$ cat src/design/drmc_pkg.sv
// ----------------------------------------------------------------------------
// drmc_pkg
// Shared types and constants for the decimal range multiple counter.
// ----------------------------------------------------------------------------
package drmc_pkg;

	localparam int MAX_DIGITS_DEF = 64;
	localparam int MAX_RESULTS    = 64;
	localparam int DIGIT_W        = 4;
	localparam int DIV_W          = 15;
	localparam int WIDE_W         = 19;
	localparam int DIGIT_MAX      = 9;
	localparam int DIGIT_BASE     = 10;

	typedef logic [DIGIT_W-1:0] digit_t;

	typedef struct packed {
		logic             done;
		digit_t           quot;
		logic [DIV_W-1:0] rem;
	} div_res_t;

	typedef enum logic [3:0] {
		S_IDLE,
		S_DRD,
		S_DLD,
		S_DWAIT,
		S_SRD,
		S_SCALC,
		S_ORD,
		S_OLD,
		S_OWAIT
	} state_t;

endpackage

$ cat src/design/drmc_digit_div.sv
// ----------------------------------------------------------------------------
// drmc_digit_div
// One decimal long division step: (rem * 10 + digit) / divisor, worked out
// by four compare-subtract iterations, one quotient bit per cycle.
// ----------------------------------------------------------------------------
module drmc_digit_div
	import drmc_pkg::*;
(
	input  logic             clk,
	input  logic             arst_n,
	input  logic             start,
	input  logic [DIV_W-1:0] rem_in,
	input  digit_t           digit_in,
	input  logic [DIV_W-1:0] dvsr,
	output div_res_t         res
);

	logic [WIDE_W-1:0] r_q;
	digit_t            quot_q;
	logic [1:0]        step_q;
	logic              busy_q;
	logic              done_q;
	logic [WIDE_W-1:0] r_load;
	logic [WIDE_W-1:0] trial;
	logic              ge;

	assign r_load = (WIDE_W'(rem_in) << 3) + (WIDE_W'(rem_in) << 1) + WIDE_W'(digit_in);
	assign trial  = WIDE_W'(dvsr) << step_q;
	assign ge     = (r_q >= trial);

	always_ff @(posedge clk or negedge arst_n) begin
		if (!arst_n) begin
			busy_q <= 1'b0;
			done_q <= 1'b0;
			step_q <= 2'd0;
		end else begin
			done_q <= 1'b0;
			if (start) begin
				busy_q <= 1'b1;
				step_q <= 2'd3;
			end else if (busy_q) begin
				if (step_q == 2'd0) begin
					busy_q <= 1'b0;
					done_q <= 1'b1;
				end else begin
					step_q <= step_q - 2'd1;
				end
			end
		end
	end

	always_ff @(posedge clk) begin
		if (start) begin
			r_q    <= r_load;
			quot_q <= '0;
		end else if (busy_q) begin
			if (ge)
				r_q <= r_q - trial;
			quot_q[step_q] <= ge;
		end
	end

	assign res.done = done_q;
	assign res.quot = quot_q;
	assign res.rem  = r_q[DIV_W-1:0];

endmodule

$ cat src/design/decimal_range_multiple_count.sv
// ----------------------------------------------------------------------------
// decimal_range_multiple_count
// After the upper bound's final digit, both bounds are divided by the divisor
// in a shared long division unit (upper bound first), their quotients are
// subtracted, and the count is sent out one result word per digit.
// Input: a word is taken only while idle; no input is taken while busy.
// Reset: lengths, flags and control clear; divisor returns to 1.
// ----------------------------------------------------------------------------
module decimal_range_multiple_count
	import drmc_pkg::*;
#(
	parameter int MAX_DIGITS = MAX_DIGITS_DEF
) (
	input  logic             clk,
	input  logic             arst_n,
	input  logic             divisor_we,
	input  logic [DIV_W-1:0] divisor_wdata,
	input  logic             item_valid,
	output logic             item_stall,
	input  logic             which_number,
	input  digit_t           digit,
	input  logic             last_digit,
	output logic             result_valid,
	input  logic             result_stall,
	output digit_t           result_digit,
	output logic             last,
	output logic             length_error
);

	localparam int AW = (MAX_DIGITS > 1) ? $clog2(MAX_DIGITS) : 1;
	localparam int LW = $clog2(MAX_DIGITS + 1);

	state_t state_q, state_d;

	digit_t lo_mem [MAX_DIGITS];
	digit_t up_mem [MAX_DIGITS];
	digit_t lq_mem [MAX_DIGITS];
	digit_t uq_mem [MAX_DIGITS];
	digit_t df_mem [MAX_DIGITS];

	logic [LW-1:0]    lo_len_q, up_len_q;
	logic             lo_closed_q, ovf_q;
	logic [DIV_W-1:0] divisor_q;
	logic [AW-1:0]    p_q, idx_q, top_q;
	logic             phase_q, a_nz_q, zero_q, err_q;
	logic [DIV_W-1:0] rem_q;
	logic [1:0]       cy_q;
	digit_t           lo_rd_q, up_rd_q, lq_rd_q, uq_rd_q, df_rd_q;
	logic             res_valid_q, res_last_q, res_err_q;
	digit_t           res_digit_q;

	logic             accept;
	digit_t           d_in;
	logic [LW-1:0]    wa_lo;
	logic [LW-1:0]    src_len;
	logic [AW-1:0]    dig_addr;
	logic             dig_ok;
	digit_t           cur_digit;
	logic [DIV_W-1:0] dvsr;
	div_res_t         div_res;
	logic [5:0]       sum;
	digit_t           dd;
	logic [1:0]       cy_n;
	logic [AW-1:0]    top_n;
	logic             p_first, p_final;

	assign item_stall = (state_q != S_IDLE);
	assign accept     = item_valid && (state_q == S_IDLE);
	assign d_in       = (digit > digit_t'(DIGIT_MAX)) ? digit_t'(DIGIT_MAX) : digit;
	assign wa_lo      = lo_closed_q ? '0 : lo_len_q;
	assign dvsr       = (divisor_q == '0) ? DIV_W'(1) : divisor_q;
	assign p_first    = (p_q == '0);
	assign p_final    = (p_q == AW'(MAX_DIGITS - 1));

	assign src_len   = phase_q ? lo_len_q : up_len_q;
	assign dig_ok    = LW'(p_q) < src_len;
	assign dig_addr  = AW'(src_len - LW'(1) - LW'(p_q));
	assign cur_digit = dig_ok ? (phase_q ? lo_rd_q : up_rd_q) : '0;

	assign sum = 6'(uq_rd_q) - 6'(lq_rd_q) + {{4{cy_q[1]}}, cy_q};
	always_comb begin
		if (sum[5]) begin
			dd   = DIGIT_W'(sum + 6'(DIGIT_BASE));
			cy_n = 2'b11;
		end else if (sum >= 6'(DIGIT_BASE)) begin
			dd   = DIGIT_W'(sum - 6'(DIGIT_BASE));
			cy_n = 2'b01;
		end else begin
			dd   = DIGIT_W'(sum);
			cy_n = 2'b00;
		end
	end
	assign top_n = (dd != '0) ? p_q : top_q;

	drmc_digit_div u_div (
		.clk      (clk),
		.arst_n   (arst_n),
		.start    (state_q == S_DLD),
		.rem_in   (rem_q),
		.digit_in (cur_digit),
		.dvsr     (dvsr),
		.res      (div_res)
	);

	always_comb begin
		state_d = state_q;
		unique case (state_q)
			S_IDLE: begin
				if (accept && which_number && last_digit)
					state_d = S_DRD;
			end
			S_DRD:   state_d = S_DLD;
			S_DLD:   state_d = S_DWAIT;
			S_DWAIT: begin
				if (div_res.done)
					state_d = (p_first && phase_q) ? S_SRD : S_DRD;
			end
			S_SRD:   state_d = S_SCALC;
			S_SCALC: state_d = p_final ? S_ORD : S_SRD;
			S_ORD:   state_d = S_OLD;
			S_OLD:   state_d = S_OWAIT;
			S_OWAIT: begin
				if (!result_stall)
					state_d = (idx_q == '0) ? S_IDLE : S_ORD;
			end
			default: state_d = S_IDLE;
		endcase
	end

	always_ff @(posedge clk or negedge arst_n) begin
		if (!arst_n) begin
			state_q     <= S_IDLE;
			lo_len_q    <= '0;
			up_len_q    <= '0;
			lo_closed_q <= 1'b0;
			ovf_q       <= 1'b0;
			divisor_q   <= DIV_W'(1);
			res_valid_q <= 1'b0;
		end else begin
			state_q <= state_d;
			if (divisor_we)
				divisor_q <= divisor_wdata;
			if (accept) begin
				if (!which_number) begin
					lo_closed_q <= last_digit;
					if (wa_lo < LW'(MAX_DIGITS)) begin
						lo_len_q <= wa_lo + LW'(1);
					end else begin
						lo_len_q <= wa_lo;
						ovf_q    <= 1'b1;
					end
				end else begin
					if (up_len_q < LW'(MAX_DIGITS))
						up_len_q <= up_len_q + LW'(1);
					else
						ovf_q <= 1'b1;
				end
			end
			if (state_q == S_OLD)
				res_valid_q <= 1'b1;
			if (state_q == S_OWAIT && !result_stall) begin
				res_valid_q <= 1'b0;
				if (idx_q == '0) begin
					lo_len_q    <= '0;
					up_len_q    <= '0;
					lo_closed_q <= 1'b0;
					ovf_q       <= 1'b0;
				end
			end
		end
	end

	// datapath
	always_ff @(posedge clk) begin
		unique case (state_q)
			S_IDLE: begin
				p_q     <= AW'(MAX_DIGITS - 1);
				phase_q <= 1'b0;
				rem_q   <= '0;
				a_nz_q  <= 1'b0;
			end
			S_DLD: begin
				if (phase_q && cur_digit != '0)
					a_nz_q <= 1'b1;
			end
			S_DWAIT: begin
				if (div_res.done) begin
					rem_q <= div_res.rem;
					if (!p_first) begin
						p_q <= p_q - AW'(1);
					end else if (!phase_q) begin
						phase_q <= 1'b1;
						rem_q   <= '0;
						p_q     <= AW'(MAX_DIGITS - 1);
					end else begin
						cy_q  <= {1'b0, (div_res.rem == '0) && a_nz_q};
						p_q   <= '0;
						top_q <= '0;
					end
				end
			end
			S_SCALC: begin
				cy_q  <= cy_n;
				top_q <= top_n;
				if (!p_final) begin
					p_q <= p_q + AW'(1);
				end else begin
					zero_q <= (cy_n == 2'b11);
					if (cy_n == 2'b11) begin
						idx_q <= '0;
						err_q <= ovf_q;
					end else if (int'(top_n) >= MAX_RESULTS) begin
						idx_q <= AW'(MAX_RESULTS - 1);
						err_q <= 1'b1;
					end else begin
						idx_q <= top_n;
						err_q <= ovf_q;
					end
				end
			end
			S_OLD: begin
				res_digit_q <= zero_q ? '0 : df_rd_q;
				res_last_q  <= (idx_q == '0);
				res_err_q   <= err_q;
			end
			S_OWAIT: begin
				if (!result_stall && idx_q != '0)
					idx_q <= idx_q - AW'(1);
			end
			default: begin
			end
		endcase
	end

	// digit and working stores
	always_ff @(posedge clk) begin
		if (accept && !which_number && wa_lo < LW'(MAX_DIGITS))
			lo_mem[AW'(wa_lo)] <= d_in;
		if (accept && which_number && up_len_q < LW'(MAX_DIGITS))
			up_mem[AW'(up_len_q)] <= d_in;
		if (state_q == S_DWAIT && div_res.done) begin
			if (phase_q)
				lq_mem[p_q] <= div_res.quot;
			else
				uq_mem[p_q] <= div_res.quot;
		end
		if (state_q == S_SCALC)
			df_mem[p_q] <= dd;
		lo_rd_q <= lo_mem[dig_addr];
		up_rd_q <= up_mem[dig_addr];
		lq_rd_q <= lq_mem[p_q];
		uq_rd_q <= uq_mem[p_q];
		df_rd_q <= df_mem[idx_q];
	end

	assign result_valid = res_valid_q;
	assign result_digit = res_digit_q;
	assign last         = res_last_q;
	assign length_error = res_err_q;

endmodule

$ cat config.mk
export PLATFORM = sky130hd
export DESIGN_NAME = decimal_range_multiple_count
export DESIGN_NICKNAME = d
export VERILOG_FILES = /design/src/design/drmc_pkg.sv /design/src/design/drmc_digit_div.sv /design/src/design/decimal_range_multiple_count.sv
export SDC_FILE = /design/constraint.sdc
export NUM_CORES = 2
export LEC_CHECK = 0
export BUFFER_PORTS_ARGS = -buffer_cell sky130_fd_sc_hd__buf_2
export CAP_MARGIN = 20
export CORE_MARGIN = 3
export CORE_UTILIZATION = 25
export DETAILED_ROUTE_END_ITERATION = 10
export GPL_TIMING_DRIVEN = 0
export PLACE_DENSITY_LB_ADDON = 0.15
export SYNTH_ARGS = -nofsm -noshare
export SYNTH_HDL_FRONTEND = slang
export SYNTH_HIERARCHICAL = 1
export SYNTH_SLANG_ARGS = --single-unit
$ cat constraint.sdc
create_clock -name clk -period 9.6 [get_ports clk]
set_input_delay 0 -clock clk [delete_from_list [all_inputs] [get_ports clk]]
set_output_delay 0 -clock clk [all_outputs]
set_load 0.03 [all_outputs]
==> key figures <==
Routing
  • Drt wl/cell: 27.0 um
  • Initial DRC Count: 3254
  • Post-DRT Antenna Nets: 0
  • DRC: 0
  • DR vias: 33900
  • Drt pass-1 iters: 6
  • Detailed Route WL: 193000 um
  • Vias per cell: 4.73

Synth
  • Synth Area in Adders: 0.0184
  • Netlist Area Pre-Place: 59500 um^2
  • Cells after Synth: 3580
  • Mux cell area share after synthesis: 0.132
  • Synth Area in Simple Gates: 0.0630
  • Warnings from Yosys: 6
  • Synth unique cells: 87
  • Sequential area share after synthesis: 0.703
  • Post-synth EDFFs: 1344
  • Main combinational cell family by area after synthesis: multiplexers
  • Async set-reset flop share out of synthesis: 0.0284
  • Largest cells by area after synthesis: edfxtp_1 (68%), mux4_2 (11%), nor2_1 (2.8%), dfrtp_1 (1.6%), ha_1 (1.6%)
  • Yosys top cell by area: edfxtp_1
  • Syn Area/Cell: 16.6 um^2
  • Synth Register Bits: 1408
  • Syn_nets: 3690
  • Xor and xnor fraction of the mapped netlist area: 0.00751
  • Post-synthesis compound-gate area fraction: 0.0541
  • Synth Flop Type: edfxtp_1
  • Post-synth top area share: 0.678

Timing
  • Tcrit/Tclk final: 0.752
  • Clock skew: 0.0463 ns
  • Slew HR: 0.155
  • Worst-Margin Slew: 1.27 ns
  • Setup ws final: 2.38 ns
  • Fmax: 0.138 GHz
  • Final setup vio count: 0
  • Final hold slack: 0.148 ns
  • Post-Route Setup TNS: 0 ns
  • Final Critical Period: 7.22 ns
  • RSZ-0062 raised after global routing: false
  • Final Hold Viols: 0
  • Slew Viols, Final: 0

Power
  • Leakage: 22.2 nW
  • Tot Pwr: 26.6 mW
  • P per Cell Area: 380 nW/um^2
  • Max IR drop VDD: 0.00148 V

GRT
  • Gr usage total: 0.156
  • Grt ovf: 0
  • Vias in the first global route: 34600
  • Antenna violations before repair: 2
  • Global-route wire length before repair: 272000 um
  • Largest net degree at the start of global routing: 86

Final layout
  • Final std cells w/o fill: 7152
  • Layout Utilization: 0.297
  • Fraction of layout cells with a size suffix above 1: 0.189
  • Fin area: 70000 um^2
  • Fill cells: 23500
  • Layout area overhead: 17.7%
  • Nets@finish: 3979

Clock network
  • Worst-skew pair later-pin latency: 0.80 ns
  • CTS tree: yes
  • CTS Hold Bufs: 56
  • Num CTS Buffers: 160
  • Longest Clk Path Bufs: 3
  • Clk sink count: 1408
  • Post-CTS setup buffer count: 0
  • CTS H-tree lvls: 4
  • PostCTS Resize Cnt: 0
  • Worst-path clk slew: 0.06 ns
  • Clock root buffer: clkbuf_16

Worst setup path
  • Worst Path Max Fanout: 11
  • Flop2flop setup slack: 2.38 ns
  • Startpoint Class: flop
  • WP data arrival: 7.75 ns
  • Worst endpoint required time: 10.12 ns
  • CP endpoint kind: flop
  • Critical path class: reg2reg

Floorplan
  • Starting density of the core: 0.252
  • Num rows: 178
  • # IOs: 34
  • Die height: 494 um
  • Die Area: 244000 um^2
  • Die width: 494 um
  • Core Area: 236000 um^2

Run status
  • Status: completed

Place
  • Placement Setup Slack: 2.40 ns
  • Placed insts: 6801
  • Gpl congestion: 0.881
  • Port buffer count: 32
  • Dpl hpwl: 136000 um
  • Placed cell areas: 64400 um^2

Min path
  • Min-Delay Path Class: in2reg

Job
  • Max Cap Viol: 0
==> path summary, 6_finish.rpt <==
check                                      from                        to  cells past startpoint
setup / recovery           p_q[1]$_SDFFCE_PN1P_   u_div/r_q[16]$_DFFE_PP_                     24
hold / removal                         digit[0]   up_mem[44][0]$_DFFE_PP_                      2
setup reg to reg           p_q[1]$_SDFFCE_PN1P_   u_div/r_q[16]$_DFFE_PP_                     24
hold reg to reg                 err_q$_DFFE_PP_    length_error$_DFFE_PP_                      0
max in group asynchronous                arst_n     lo_len_q[2]$_DFF_PN0_                      4
min in group asynchronous                arst_n  divisor_q[0]$_DFFE_PN1P_                      3
==> power breakdown <==
part | switching (mW) | internal, mW
combinational | 7.21 | 3.96
sequential | 0.285 | 9.22
clock | 2.59 | 3.37
total | 10.1 | 16.5
==> cell usage after synthesis, types with 17 or more instances <==
| cell type | n |
|---|---|
| and2_1 | 22 |
| buf_4 | 27 |
| a221oi_1 | 64 |
| nand4_1 | 20 |
| mux2i_1 | 94 |
| a21o_1 | 17 |
| a211oi_1 | 22 |
| buf_2 | 54 |
| clkbuf_1 | 122 |
| ha_1 | 78 |
| nor3_1 | 25 |
| mux2_2 | 43 |
| nand3_1 | 41 |
| o22ai_1 | 25 |
| inv_1 | 52 |
| nor2_1 | 449 |
| a21oi_1 | 111 |
| dfrtp_1 | 39 |
| mux4_2 | 281 |
| edfxtp_1 | 1344 |
| xor2_1 | 23 |
| dfxtp_1 | 24 |
| o21ai_0 | 76 |
| nand2_1 | 171 |
| buf_1 | 27 |
| nor2b_1 | 37 |
| a22oi_1 | 51 |
| xnor2_1 | 28 |
==> per-layer routing <==
| layer | share of wire | up-vias | global-route usage |
|---|---|---|---|
| met5 | 0 | - | 0 |
| met4 | 0.035 | 0 | 0.0545 |
| met3 | 0.054 | 310 | 0.0257 |
| met2 | 0.46 | 1068 | 0.243 |
| met1 | 0.46 | 17800 | 0.220 |
| li1 | - | 14700 | - |
==> cells by family (layout without fill, tap and decap cells) <==
| logic type | after synthesis | in the layout |
|---|---|---|
| flip-flops | 1408 | 1408 |
| AND/OR/NAND/NOR | 850 | 850 |
| XOR/XNOR | 51 | 51 |
| multiplexers | 426 | 426 |
| adder cells (fa/ha/maj) | 84 | 84 |
| buffers and inverters | 294 | 714 |
| AO/OA/AOI/OAI | 467 | 467 |
| other | 0 | 2 |
==> placed cells by master, fill, tap and decap left out, drive strengths merged, types with 23 or more instances in the layout <==
master,n
a211oi,23
a21oi,112
a221oi,64
a22oi,51
buf,185
clkbuf,333
clkinv,68
dfrtp,39
dfxtp,24
dlygate4sd3,55
edfxtp,1344
ha,78
inv,62
mux2,51
mux2i,94
mux4,281
nand2,172
nand3,41
nor2,452
nor2b,37
nor3,25
o21ai,84
o22ai,25
xnor2,28
xor2,23
==> cell type report <==
class / instances / area (um^2) / share of cell area
plain buffers: 235 / 1090 / 0.0156
repair buffers: 127 / 1430 / 0.0204
inverters: 59 / 221 / 0.00316
clock inverters: 82 / 773 / 0.0110
multi-input cells: 1878 / 16400 / 0.235
well taps: 3150 / 3940 / 0.0563
flip-flops and latches: 1408 / 41900 / 0.598
diodes: 2 / 5.00 / 0.0000715
clock buffers: 211 / 4270 / 0.0610
==> critical path, cell delays in order (launching register included) <==
cell and delay (ns):
edfxtp_1 0.60, buf_2 0.30, inv_2 0.07, buf_2 0.39
buf_1 0.36, buf_8 0.23, clkbuf_2 0.58, ha_1 0.26
nor2b_1 0.12, o21ai_0 0.11, a21oi_1 0.18, o21a_1 0.13
o21ai_0 0.08, a221oi_1 0.69, nor2_1 0.22, ha_1 0.33
ha_1 0.22, fa_1 0.47, a21oi_1 0.25, o21ai_0 0.20
a211o_1 0.40, nand4_1 0.14, nand3_1 0.10, xnor2_1 0.34
o211ai_1 0.13
==> registers in the layout, indices dropped and copies added (netlist names), 7 cells and up <==
name and flops:
divisor_q 15, rem_q 15, lo_len_q 7, uq_mem 256, lq_mem 256, up_mem 256, df_mem 256, lo_mem 256
up_len_q 7, u_div/r_q 19
(Power assumes the default switching activity.)
